File: src/rtl/slva_pkg.sv
`timescale 1ns / 1ps

package slva_pkg;

  localparam int unsigned ReadingW = 10;
  localparam int unsigned RawW = 12;
  localparam int unsigned SpanW = 10;
  localparam int unsigned GroundW = 11;
  localparam int unsigned PctW = 18;
  localparam int unsigned ProdW = 17;

  localparam logic [SpanW-1:0] SPAN_RESET = 10'd248;
  localparam logic [ProdW-1:0] PCT_SCALE = 17'd100;
  localparam logic signed [GroundW-1:0] GROUND_UNSET = -11'sd1;

  // Item kinds carried on tuser
  localparam logic KIND_SAMPLE = 1'b0;
  localparam logic KIND_COMPUTE = 1'b1;

  // Commands from the controller to the datapath
  typedef struct packed {
    logic capture;
    logic mem_read;
    logic sample_upd;
    logic mean_take;
    logic scale_take;
    logic div_start;
    logic load_out;
  } slva_cmd_t;

  // Status from the datapath to the controller
  typedef struct packed {
    logic is_compute;
    logic keep;
    logic div_done;
  } slva_stat_t;

endpackage

File: src/rtl/slva_div.sv
`timescale 1ns / 1ps

module slva_div import slva_pkg::*; #(
  parameter int unsigned DW = 17
) (
  input  logic             clk_i,
  input  logic             rst_ni,
  input  logic             start_i,
  input  logic [DW-1:0]    dividend_i,
  input  logic [SpanW-1:0] divisor_i,
  output logic             done_o,
  output logic [DW-1:0]    quot_o
);

  localparam int unsigned CW = $clog2(DW + 1);

  logic [DW-1:0]    quot_q, quot_d;
  logic [SpanW-1:0] rem_q, rem_d;
  logic [SpanW-1:0] dvs_q;
  logic [CW-1:0]    cnt_q, cnt_d;
  logic             busy_q, busy_d;
  logic             done_q, done_d;
  logic [SpanW:0]   trial;
  logic             ge;

  // One quotient bit per cycle, restoring form
  always_comb begin
    trial = {rem_q, quot_q[DW-1]};
    ge = trial >= {1'b0, dvs_q};
    quot_d = quot_q;
    rem_d = rem_q;
    cnt_d = cnt_q;
    busy_d = busy_q;
    done_d = 1'b0;
    if (start_i) begin
      quot_d = dividend_i;
      rem_d = '0;
      cnt_d = CW'(DW);
      busy_d = 1'b1;
    end else if (busy_q) begin
      quot_d = {quot_q[DW-2:0], ge};
      rem_d = ge ? SpanW'(trial - {1'b0, dvs_q}) : trial[SpanW-1:0];
      cnt_d = cnt_q - CW'(1);
      if (cnt_q == CW'(1)) begin
        busy_d = 1'b0;
        done_d = 1'b1;
      end
    end
  end

  always_ff @(posedge clk_i or negedge rst_ni) begin
    if (!rst_ni) begin
      busy_q <= 1'b0;
      done_q <= 1'b0;
      cnt_q <= '0;
    end else begin
      busy_q <= busy_d;
      done_q <= done_d;
      cnt_q <= cnt_d;
    end
  end

  always_ff @(posedge clk_i) begin
    quot_q <= quot_d;
    rem_q <= rem_d;
    if (start_i) begin
      dvs_q <= divisor_i;
    end
  end

  assign done_o = done_q;
  assign quot_o = quot_q;

endmodule

File: src/rtl/slva_dp.sv
`timescale 1ns / 1ps

module slva_dp import slva_pkg::*; #(
  parameter int unsigned WINDOW_LEN = 16
) (
  input  logic                clk_i,
  input  logic                rst_ni,
  input  slva_cmd_t           cmd_i,
  output slva_stat_t          stat_o,
  input  logic                kind_i,
  input  logic [RawW-1:0]     reading_i,
  input  logic                motor_off_i,
  input  logic                cfg_we_i,
  input  logic [SpanW-1:0]    cfg_data_i,
  output logic [PctW-1:0]     altitude_percent_o,
  output logic [ReadingW-1:0] mean_level_o
);

  localparam int unsigned AW = $clog2(WINDOW_LEN);
  localparam int unsigned SW = ReadingW + AW;
  localparam int unsigned LW = $clog2(2 * WINDOW_LEN);
  localparam logic [LW-1:0] LandedMax = LW'(2 * WINDOW_LEN - 1);
  // Mean by reciprocal multiply: exact for every sum below 2**SW
  localparam int unsigned RecipShift = SW + AW;
  localparam int unsigned RecipW = SW + 1;
  localparam int unsigned MulW = SW + RecipW;
  localparam logic [RecipW-1:0] MeanRecip =
    RecipW'(((64'd1 << RecipShift) + 64'(WINDOW_LEN) - 64'd1) / 64'(WINDOW_LEN));

  logic [ReadingW-1:0] store_q [WINDOW_LEN];
  logic [WINDOW_LEN-1:0] valid_q;
  logic [ReadingW-1:0] rd_q;
  logic                rd_valid_q;

  logic                kind_q;
  logic [RawW-1:0]     reading_q;
  logic                motor_q;
  logic [SpanW-1:0]    span_q;
  logic [AW-1:0]       slot_q;
  logic [SW-1:0]       sum_q;
  logic [LW-1:0]       landed_q;
  logic signed [GroundW-1:0] ground_q;
  logic [ReadingW-1:0] mean_q;
  logic [ProdW-1:0]    prod_q;
  logic                neg_q;
  logic [PctW-1:0]     out_pct_q;
  logic [ReadingW-1:0] out_mean_q;

  logic [ProdW-1:0]    div_dividend;
  logic [SpanW-1:0]    div_divisor;
  logic                div_done;
  logic [ProdW-1:0]    div_quot;

  logic [ReadingW-1:0] old_val;
  logic [MulW-1:0]     mean_prod;
  logic [ReadingW-1:0] mean_w;
  logic                recal;
  logic signed [GroundW-1:0] ground_new;
  logic signed [GroundW:0]   diff;
  logic [GroundW-1:0]  mag;
  logic [ProdW-1:0]    quot_mag;
  logic [PctW-1:0]     pct_w;

  assign old_val = rd_valid_q ? rd_q : '0;
  assign mean_prod = MulW'(sum_q) * MulW'(MeanRecip);
  assign mean_w = mean_prod[RecipShift +: ReadingW];
  assign recal = (landed_q > LW'(WINDOW_LEN)) && (mean_q > span_q);
  assign ground_new = recal ? $signed({1'b0, mean_q}) : ground_q;
  assign diff = {ground_new[GroundW-1], ground_new} - $signed({2'b00, mean_q});
  assign mag = diff[GroundW] ? GroundW'(-diff) : diff[GroundW-1:0];
  assign quot_mag = div_quot[ProdW-1:0];
  assign pct_w = neg_q ? PctW'(-{1'b0, quot_mag}) : {1'b0, quot_mag};

  assign div_dividend = prod_q;
  assign div_divisor = (span_q == '0) ? SpanW'(1) : span_q;

  slva_div #(.DW(ProdW)) u_div (
    .clk_i      (clk_i),
    .rst_ni     (rst_ni),
    .start_i    (cmd_i.div_start),
    .dividend_i (div_dividend),
    .divisor_i  (div_divisor),
    .done_o     (div_done),
    .quot_o     (div_quot)
  );

  // Window ring
  always_ff @(posedge clk_i) begin
    if (cmd_i.sample_upd) begin
      store_q[slot_q] <= reading_q[ReadingW-1:0];
    end
    if (cmd_i.mem_read) begin
      rd_q <= store_q[slot_q];
    end
  end

  always_ff @(posedge clk_i or negedge rst_ni) begin
    if (!rst_ni) begin
      valid_q <= '0;
      rd_valid_q <= 1'b0;
      span_q <= SPAN_RESET;
      slot_q <= '0;
      sum_q <= '0;
      landed_q <= '0;
      ground_q <= GROUND_UNSET;
    end else begin
      if (cfg_we_i) begin
        span_q <= cfg_data_i;
      end
      if (cmd_i.mem_read) begin
        rd_valid_q <= valid_q[slot_q];
      end
      if (cmd_i.sample_upd) begin
        valid_q[slot_q] <= 1'b1;
        sum_q <= sum_q - SW'(old_val) + SW'(reading_q[ReadingW-1:0]);
        slot_q <= (slot_q == AW'(WINDOW_LEN - 1)) ? '0 : slot_q + AW'(1);
        if (motor_q) begin
          landed_q <= (landed_q == LandedMax) ? landed_q : landed_q + LW'(1);
        end else begin
          landed_q <= '0;
        end
        if (ground_q == GROUND_UNSET) begin
          ground_q <= $signed({1'b0, reading_q[ReadingW-1:0]});
        end
      end
      if (cmd_i.scale_take) begin
        ground_q <= ground_new;
      end
    end
  end

  always_ff @(posedge clk_i) begin
    if (cmd_i.capture) begin
      kind_q <= kind_i;
      reading_q <= reading_i;
      motor_q <= motor_off_i;
    end
    if (cmd_i.mean_take) begin
      mean_q <= mean_w;
    end
    if (cmd_i.scale_take) begin
      neg_q <= diff[GroundW];
      prod_q <= ProdW'(mag) * PCT_SCALE;
    end
    if (cmd_i.load_out) begin
      out_pct_q <= pct_w;
      out_mean_q <= mean_q;
    end
  end

  assign stat_o.is_compute = (kind_q == KIND_COMPUTE);
  assign stat_o.keep = (reading_q[RawW-1:ReadingW] == '0);
  assign stat_o.div_done = div_done;

  assign altitude_percent_o = out_pct_q;
  assign mean_level_o = out_mean_q;

endmodule

File: src/rtl/slva_ctrl.sv
`timescale 1ns / 1ps

module slva_ctrl import slva_pkg::*; (
  input  logic       clk_i,
  input  logic       rst_ni,
  input  logic       in_valid_i,
  output logic       in_ready_o,
  output logic       out_valid_o,
  input  logic       out_ready_i,
  input  slva_stat_t stat_i,
  output slva_cmd_t  cmd_o
);

  typedef enum logic [6:0] {
    ST_IDLE   = 7'b0000001,
    ST_DECODE = 7'b0000010,
    ST_SUPD   = 7'b0000100,
    ST_MEAN   = 7'b0001000,
    ST_SCALE  = 7'b0010000,
    ST_PDIV   = 7'b0100000,
    ST_FIN    = 7'b1000000
  } slva_state_e;

  slva_state_e state_q, state_d;
  logic        out_valid_q, out_valid_d;
  logic        out_free;

  assign out_free = !out_valid_q || out_ready_i;

  always_comb begin
    state_d = state_q;
    cmd_o = '0;
    in_ready_o = 1'b0;
    unique case (state_q)
      ST_IDLE: begin
        in_ready_o = 1'b1;
        if (in_valid_i) begin
          cmd_o.capture = 1'b1;
          state_d = ST_DECODE;
        end
      end
      ST_DECODE: begin
        if (stat_i.is_compute) begin
          cmd_o.mean_take = 1'b1;
          state_d = ST_MEAN;
        end else if (stat_i.keep) begin
          cmd_o.mem_read = 1'b1;
          state_d = ST_SUPD;
        end else begin
          state_d = ST_IDLE;
        end
      end
      ST_SUPD: begin
        cmd_o.sample_upd = 1'b1;
        state_d = ST_IDLE;
      end
      ST_MEAN: begin
        cmd_o.scale_take = 1'b1;
        state_d = ST_SCALE;
      end
      ST_SCALE: begin
        cmd_o.div_start = 1'b1;
        state_d = ST_PDIV;
      end
      ST_PDIV: begin
        if (stat_i.div_done) begin
          state_d = ST_FIN;
        end
      end
      ST_FIN: begin
        if (out_free) begin
          cmd_o.load_out = 1'b1;
          state_d = ST_IDLE;
        end
      end
      default: begin
        state_d = ST_IDLE;
      end
    endcase
  end

  always_comb begin
    out_valid_d = out_valid_q;
    if (cmd_o.load_out) begin
      out_valid_d = 1'b1;
    end else if (out_ready_i) begin
      out_valid_d = 1'b0;
    end
  end

  always_ff @(posedge clk_i or negedge rst_ni) begin
    if (!rst_ni) begin
      state_q <= ST_IDLE;
      out_valid_q <= 1'b0;
    end else begin
      state_q <= state_d;
      out_valid_q <= out_valid_d;
    end
  end

  assign out_valid_o = out_valid_q;

endmodule

File: src/rtl/self_calibrating_level_averager.sv
`timescale 1ns / 1ps

// Channel   | Dir | Handshake                        | Payload
// ----------+-----+----------------------------------+--------------------------------------
// s_axis    | in  | s_axis_tvalid_i / s_axis_tready_o | tuser: kind; tdata: reading, motor_off
// m_axis    | out | m_axis_tvalid_o / m_axis_tready_i | tdata: altitude_percent, mean_level
// cfg       | in  | cfg_valid_i / cfg_ready_o         | cfg_data_i: span
//
// One beat at a time: a sample beat is decoded and, when kept, read from the window then updated.
// A compute beat takes the window mean by reciprocal multiply, scales its distance from ground
// by 100, then divides by span serially over 17 quotient bits.
// The finished result sits in an output register, so the next beat is taken while it waits;
// a second compute result holds in the last state until that register frees up.
// Reset clears the window at once through per-entry valid bits; no clearing pass.
module self_calibrating_level_averager import slva_pkg::*; #(
  parameter int unsigned WINDOW_LEN = 16
) (
  input  logic        clk_i,
  input  logic        rst_ni,
  input  logic        s_axis_tvalid_i,
  output logic        s_axis_tready_o,
  input  logic [15:0] s_axis_tdata_i,   // [11:0] adc_reading, [12] motor_off, [15:13] zero
  input  logic        s_axis_tuser_i,   // [0] kind
  output logic        m_axis_tvalid_o,
  input  logic        m_axis_tready_i,
  output logic [31:0] m_axis_tdata_o,   // [17:0] altitude_percent, [27:18] mean_level, zero above
  input  logic        cfg_valid_i,
  output logic        cfg_ready_o,
  input  logic [9:0]  cfg_data_i        // span
);

  slva_cmd_t           cmd;
  slva_stat_t          stat;
  logic [PctW-1:0]     altitude_percent;
  logic [ReadingW-1:0] mean_level;

  // Span writes land in any cycle; a write during a compute beat can change its result
  assign cfg_ready_o = 1'b1;

  slva_ctrl u_ctrl (
    .clk_i       (clk_i),
    .rst_ni      (rst_ni),
    .in_valid_i  (s_axis_tvalid_i),
    .in_ready_o  (s_axis_tready_o),
    .out_valid_o (m_axis_tvalid_o),
    .out_ready_i (m_axis_tready_i),
    .stat_i      (stat),
    .cmd_o       (cmd)
  );

  slva_dp #(.WINDOW_LEN(WINDOW_LEN)) u_dp (
    .clk_i              (clk_i),
    .rst_ni             (rst_ni),
    .cmd_i              (cmd),
    .stat_o             (stat),
    .kind_i             (s_axis_tuser_i),
    .reading_i          (s_axis_tdata_i[RawW-1:0]),
    .motor_off_i        (s_axis_tdata_i[RawW]),
    .cfg_we_i           (cfg_valid_i & cfg_ready_o),
    .cfg_data_i         (cfg_data_i),
    .altitude_percent_o (altitude_percent),
    .mean_level_o       (mean_level)
  );

  // Pack the result beat, percent in the low bits
  assign m_axis_tdata_o = {4'b0000, mean_level, altitude_percent};

endmodule

File: config.mk
export PLATFORM = sky130hd
export DESIGN_NAME = self_calibrating_level_averager
export DESIGN_NICKNAME = d
export VERILOG_FILES = /design/src/rtl/slva_pkg.sv /design/src/rtl/slva_div.sv /design/src/rtl/slva_dp.sv /design/src/rtl/slva_ctrl.sv /design/src/rtl/self_calibrating_level_averager.sv
export SDC_FILE = /design/constraint.sdc
export NUM_CORES = 1
export LEC_CHECK = 0
export BUFFER_PORTS_ARGS = -buffer_cell sky130_fd_sc_hd__buf_2
export CORE_ASPECT_RATIO = 1.1
export CORE_MARGIN = 2
export CORE_UTILIZATION = 40
export CTS_CLUSTER_DIAMETER = 100
export CTS_CLUSTER_SIZE = 28
export DETAILED_ROUTE_END_ITERATION = 7
export PLACE_DENSITY = 0.61
export SYNTH_ARGS = -nofsm -noshare
export SYNTH_HDL_FRONTEND = slang
export SYNTH_SLANG_ARGS = --single-unit
File: constraint.sdc
create_clock -name clk_i -period 6.9 [get_ports clk_i]
set_input_delay 0.345 -clock clk_i [delete_from_list [all_inputs] [get_ports clk_i]]
set_output_delay 0.345 -clock clk_i [all_outputs]
set_load 0.005 [all_outputs]
==> flow_metrics.tcl, run 1 <==
set metrics [dict create \
    crit_path_end_kind "flop" \
    syn_inst 1314 \
    busiest_layer "met2" \
    dp_slack_ns -0.002859 \
    antenna_found_initial 0 \
    finalCriticalPeriod_ns 6.641 \
    start_util_pct 40.60 \
    max_stage_delay_ns 0.55 \
    finalHoldViolations 0 \
    syn2layout_area_growth_pct 13.53 \
    fin_ws_ns 0.2588 \
    ys_types 78 \
    path_buf_inv 7 \
    overflow 0 \
    drv_cap 0 \
    die_h_um 221.6 \
    clock-skew-final_ns 0.02043 \
    status "complete, no violations" \
    ys_seq_area_share_pct 58.56 \
    yosysWarnings 0 \
    start_kind "flop" \
    ios 67 \
    min_period_over_period_pct 96.25 \
    clock_sinks 351 \
    hpwl_mm 24.02 \
    coreArea_sq_mm 0.04240 \
    viasPerCell 5.096 \
    nNetsFinal 1571 \
    pwr_density_cell_mw_per_mm2 295.0 \
    relSlewSlack_pct 16.95 \
    max_freq_mhz 150.6 \
    worstMarginPinSlew_ns 1.241 \
    wl_per_cell_um 17.00 \
    drc 0 \
    power_w 0.005766 \
    cp_max_fo 3 \
    crit_family "adder cells" \
    drt_pre_antenna_iters 4 \
    grt_start_max_net_pins 70 \
    synth.avg_cell_area_sq_um 13.10 \
    htreeDepth 1 \
    wl_mm 34.16 \
    rows 79 \
    cts_buffers 17 \
    cp_slowest_cell "dfstp_2" \
    ant_nets 0 \
    synth_flop_cell "edfxtp_1" \
    final_common_cell "edfxtp_1" \
    grt_pass1_vias 10620 \
    worst-setup-path-type "reg2reg" \
    grt_pass1_wl_mm 55.95 \
    drt_iter0_drc 505 \
    die-area_sq_mm 0.04471 \
    cts-root-buf "clkbuf_16" \
    ir_drop_uv 172.7 \
    required_ns 7.20 \
    drv_slew 0 \
    final_cell_mix "edfxtp_1, inv_1, nand2_1" \
    num_vias 10240 \
    use_met1_pct 19.82 \
    die_w_um 201.8 \
    syn_area_sq_mm 0.01722 \
    num-fill-cells 3788 \
    gp_congestion 0.8045 \
    worstPathArrival_ns 6.94 \
    grtUsageMet3_pct 2.499 \
    layout-drive-gt1-share_pct 22.38 \
    cts_tree "yes" \
    ys_async_sr_fraction_pct 21.65 \
    min-delay-path-class "in2reg" \
    cellLeakagePower_nw 7.634 \
    path_clk_slew_ns 0.10 \
    grtUsageTotal_pct 15.51 \
    met2_usage_pct 27.29 \
    portBuffers 58 \
    n_antenna_cell 0 \
    clk_path_buf_depth 3 \
    ys_seq_elements 351 \
    setup_viol 0 \
    synth_enable_flop_cells 265 \
    clock_latency_ns 0.54 \
]
## metal layers
metal / wire, um / vias to the layer above
met5: 0 / -
met4: 736 / 0
met3: 1436 / 44
met2: 17200 / 167
met1: 14790 / 5077
li1: - / 4954
## final cells by class
cell class	count	area [sq um]	area share, %
well taps	567	709.4	3.630
multi-input cells	784	6734	34.45
clock inverters	5	61.31	0.3137
repair buffers	148	1013	5.185
clock buffers	25	455.4	2.330
inverters	130	488.0	2.497
flip-flops and latches	351	10080	51.59
## cell families after synthesis
family	count (synthesis)	share of synthesized area, %
other	2	0.04362
flip-flops	351	58.56
XOR/XNOR	67	3.409
AND/OR/NAND/NOR	338	9.543
AO/OA/AOI/OAI	190	7.254
buffers and inverters	182	4.114
multiplexers	77	8.562
adder cells (fa/ha/maj)	107	8.518
## timing repair
| item | 4_1_cts | 5_1_grt |
|---|---|---|
| setup endpoints to repair | 1 | 4 |
| hold buffers | 13 | 0 |
| endpoints found under the hold margin | 19 | 0 |
| buffers inserted | 20 | 5 |
| pin swaps | 7 | 24 |
| gates resized for setup | 6 | 47 |
## flip-flops by register name, indices dropped and copies added, names as in the netlist, 4 cells and up
| name | flops |
|---|---|
| u_dp.store_q | 160 |
| u_dp.mean_level_o | 10 |
| u_dp.u_div.rem_q | 10 |
| u_dp.landed_q | 5 |
| u_dp.u_div.quot_o | 17 |
| u_dp.mean_q | 10 |
| u_dp.span_q | 10 |
| u_dp.u_div.dvs_q | 10 |
| u_dp.div_dividend | 15 |
| u_dp.slot_q | 4 |
| u_dp.u_div.cnt_q | 5 |
| u_dp.ground_q | 11 |
| u_dp.valid_q | 16 |
| u_dp.altitude_percent_o | 18 |
| u_dp.reading_q | 12 |
| u_dp.sum_q | 14 |
| u_dp.rd_q | 10 |
| u_ctrl.state_q | 7 |
## Yosys cell counts, types with 7 or more instances
| cell type | n | area, sq um |
|---|---|---|
| ha_1 | 90 | 1126 |
| dfrtp_1 | 59 | 1476 |
| nor3_1 | 12 | 60.06 |
| and3_1 | 13 | 81.33 |
| mux2_2 | 12 | 135.1 |
| nand2_1 | 112 | 420.4 |
| inv_1 | 128 | 480.5 |
| fa_1 | 17 | 340.3 |
| and2_1 | 13 | 81.33 |
| nand3_1 | 12 | 60.06 |
| xor2_1 | 22 | 192.7 |
| dfstp_2 | 17 | 446.7 |
| nand2b_1 | 14 | 87.58 |
| clkbuf_1 | 36 | 135.1 |
| a21oi_1 | 47 | 235.2 |
| a21o_1 | 15 | 112.6 |
| mux4_2 | 55 | 1239 |
| mux2i_1 | 10 | 100.1 |
| o31ai_1 | 10 | 75.07 |
| nor2_1 | 92 | 345.3 |
| a211oi_1 | 9 | 67.56 |
| nor4_1 | 7 | 43.79 |
| o21ai_0 | 53 | 265.3 |
| or2_2 | 18 | 112.6 |
| dfxtp_1 | 10 | 200.2 |
| edfxtp_1 | 265 | 7958 |
| xnor2_1 | 45 | 394.1 |
## power breakdown
group | internal (W) | total, W | leakage [nW] | switching [W]
sequential | 0.00254 | 0.00273 | 3.45 | 0.000188
combinational | 0.000907 | 0.00188 | 3.94 | 0.000977
clock | 0.000483 | 0.00115 | 0.248 | 0.000665
total | 0.00393 | 0.00577 | 7.63 | 0.00183
## metrics by stage
step,cell area (sq um),setup TNS [ns],hold WS [ns],utilization (%),instances
after floorplan,17240,0,0.04941,-,1317
after global placement,18430,0,0.1734,43.47,1942
after detailed placement,18430,-0.002859,0.1753,43.47,1942
after CTS,19240,0,0.001618,45.37,2005
after global routing,19550,-0.08908,0.006297,46.09,2010
final,19550,0,0.02037,46.09,2010
## path summary, 6_finish.rpt
| check | startpoint | endpoint | slack [ns] | cells after the start |
|---|---|---|---|---|
| max | u_dp.span_q[3] | u_dp.div_dividend[16] | 0.26 | 30 |
| min | s_axis_tdata_i[4] | u_dp.reading_q[4] | 0.02 | 1 |
| max reg2reg | u_dp.span_q[3] | u_dp.div_dividend[16] | 0.26 | 30 |
| min reg2reg | u_dp.span_q[8] | u_dp.u_div.dvs_q[8] | 0.46 | 0 |
| max in group asynchronous | rst_ni | u_dp.slot_q[0] | 5.59 | 3 |
| min in group asynchronous | rst_ni | u_dp.valid_q[9] | 0.15 | 2 |
(Power assumes the default switching activity.)
==> run 2, diff against run 1 <==
Settings changed: PLACE_DENSITY 0.61 to default, SLEW_MARGIN from default to 25.
==> flow_metrics.tcl, run 2 (synthesis gave the netlist of run 1 again) <==
set metrics [dict create \
    antenna_found_initial 0 \
    htreeDepth 1 \
    grt_start_max_net_pins 71 \
    clock_latency_ns 0.53 \
    cts_tree "yes" \
    seqPwrFrac_pct 47.0 \
    p_int_w 0.003986 \
    final_area_sq_mm 0.01957 \
    layout-drive-gt1-share_pct 21.78 \
    clk_path_buf_depth 3 \
    power.switching_w 0.001860 \
    nNetsFinal 1564 \
    drc 0 \
    cts-root-buf "clkbuf_16" \
    coreArea_sq_mm 0.04240 \
    wl_mm 34.56 \
    top_register "u_dp.store_q" \
    power.share.clock_pct 21.4 \
    placed_cell_area_sq_mm 0.01850 \
    fin_ws_ns 0.2676 \
    grt_pass1_vias 10270 \
    finalHoldViolations 0 \
    worstMarginPinSlew_ns 0.8625 \
    overflow 0 \
    cellLeakagePower_nw 7.660 \
    crit_path_end_kind "flop" \
    cp_max_fo 3 \
    grt_pass1_wl_mm 55.99 \
    ios 67 \
    power_w 0.005846 \
    start_kind "flop" \
    final_core_util_pct 46.16 \
    drt_pre_antenna_iters 5 \
    cts_buffers 18 \
    drt_iter0_drc 603 \
    setup_viol 0 \
    viasPerCell 5.071 \
    num_vias 10160 \
    largest_register_ffs 160 \
    min-delay-path-class "in2reg" \
    drv_slew 0 \
    portBuffers 58 \
    die_h_um 221.6 \
    p_sw_share_pct 31.82 \
    required_ns 7.18 \
    final_cell_mix "edfxtp_1, inv_1, nand2_1" \
    pwr_density_cell_mw_per_mm2 298.7 \
    finalCriticalPeriod_ns 6.632 \
    wl_per_cell_um 17.25 \
    relSlewSlack_pct 42.29 \
    grtUsageTotal_pct 15.71 \
    num-fill-cells 3795 \
    dp_slack_ns 0.01275 \
    worstPathArrival_ns 6.91 \
    cp_slowest_cell "dfstp_2" \
    die_w_um 201.8 \
    start_util_pct 40.60 \
    final_common_cell "edfxtp_1" \
    rows 79 \
    p_comb_share_pct 31.6 \
    clock-skew-final_ns 0.04686 \
    gp_congestion 0.8122 \
    min_period_over_period_pct 96.12 \
    syn2layout_area_growth_pct 13.70 \
    status "complete, no violations" \
    die-area_sq_mm 0.04471 \
    max_freq_mhz 150.8 \
    ant_nets 0 \
    clock_sinks 351 \
    drv_cap 0 \
    ir_drop_uv 158.0 \
    n_antenna_cell 0 \
    worst-setup-path-type "reg2reg" \
    max_stage_delay_ns 0.55 \
    path_clk_slew_ns 0.11 \
    hpwl_mm 24.29 \
]
[run 2: changes by cell type in the layout (fill, tap and decap cells not counted), moves of 2 or more]
| cell | delta |
|---|---|
| buf_4 | -8 |
| inv_1 | +6 |
| inv_2 | -6 |
| buf_6 | +3 |
| clkbuf_16 | +3 |
| dlygate4sd3_1 | -3 |
| ha_1 | +3 |
| ha_4 | -3 |
| inv_6 | -2 |
| mux2_2 | -2 |
| mux2_4 | +2 |
| nor2_1 | -2 |
| nor2_4 | +2 |
| o21ai_1 | +2 |
[run 2: repair_timing]
item	in CTS	in global routing
setup buffers	1	8
pin swaps	1	25
endpoints found under the setup margin	1	4
hold endpoints to repair	15	0
hold buffers	10	0
resized for setup	6	53
cloned	0	0
[run 2: path summary, 6_finish.rpt]
check	from	endpoint	slack [ns]	cells after the start
worst max register to register	u_dp.span_q[4]	u_dp.div_dividend[16]	0.27	31
min in group asynchronous	rst_ni	u_dp.valid_q[11]	0.15	2
max in group asynchronous	rst_ni	u_dp.span_q[2]	5.85	3
worst min-delay path	s_axis_tdata_i[2]	u_dp.reading_q[2]	0.03	1
worst max-delay path	u_dp.span_q[4]	u_dp.div_dividend[16]	0.27	31
worst min register to register	u_dp.span_q[9]	u_dp.u_div.dvs_q[9]	0.47	0
[run 2: layer usage]
layer | global-route usage, % | part of all wire (%)
met4 | 2.799 | 1.3
met2 | 27.97 | 51
met3 | 1.661 | 3.2
met5 | 0 | 0
met1 | 20.98 | 45
[run 2: through the flow]
stage | instances | TNS (ns) | hold WS [ns]
finish | 2004 | 0 | 0.03229
global route | 2004 | -0.05432 | 0.02546
CTS | 1996 | 0 | 0.01093
detailed placement | 1953 | 0 | 0.1691
global placement | 1953 | 0 | 0.1687
floorplan | 1317 | 0 | 0.04941
[run 2: worst max-delay path, delay by kind of cell (launching register included)]
kind	cells	cell delay (ns)
flops	1	0.55
fa+ha+maj	8	2.43
xor+xnor	3	0.37
simple gates	4	1.05
buf+inv	7	0.57
mux	1	0.23
compound gates	8	1.16
[run 2: layout make-up]
cell class	count	area (sq um)	share of cell area (%)
multi-input combinational	784	6730	34.38
clock buffer	28	530.5	2.710
clock inverter	4	78.83	0.4027
sequential	351	10080	51.52
inverter	130	488.0	2.493
tap	567	709.4	3.624
timing repair buffer	140	952.2	4.864
[run 2: power groups by stage]
| stage | logic [W] | registers [W] | clock network [W] |
|---|---|---|---|
| final | 0.00185 | 0.00275 | 0.00125 |
| after floorplan | 0.00143 | 0.00270 | 0 |
| after detailed placement | 0.00177 | 0.00280 | 0 |
| after global placement | 0.00174 | 0.00279 | 0 |
| after global routing | 0.00211 | 0.00278 | 0.00136 |
| after CTS | 0.00179 | 0.00275 | 0.00129 |
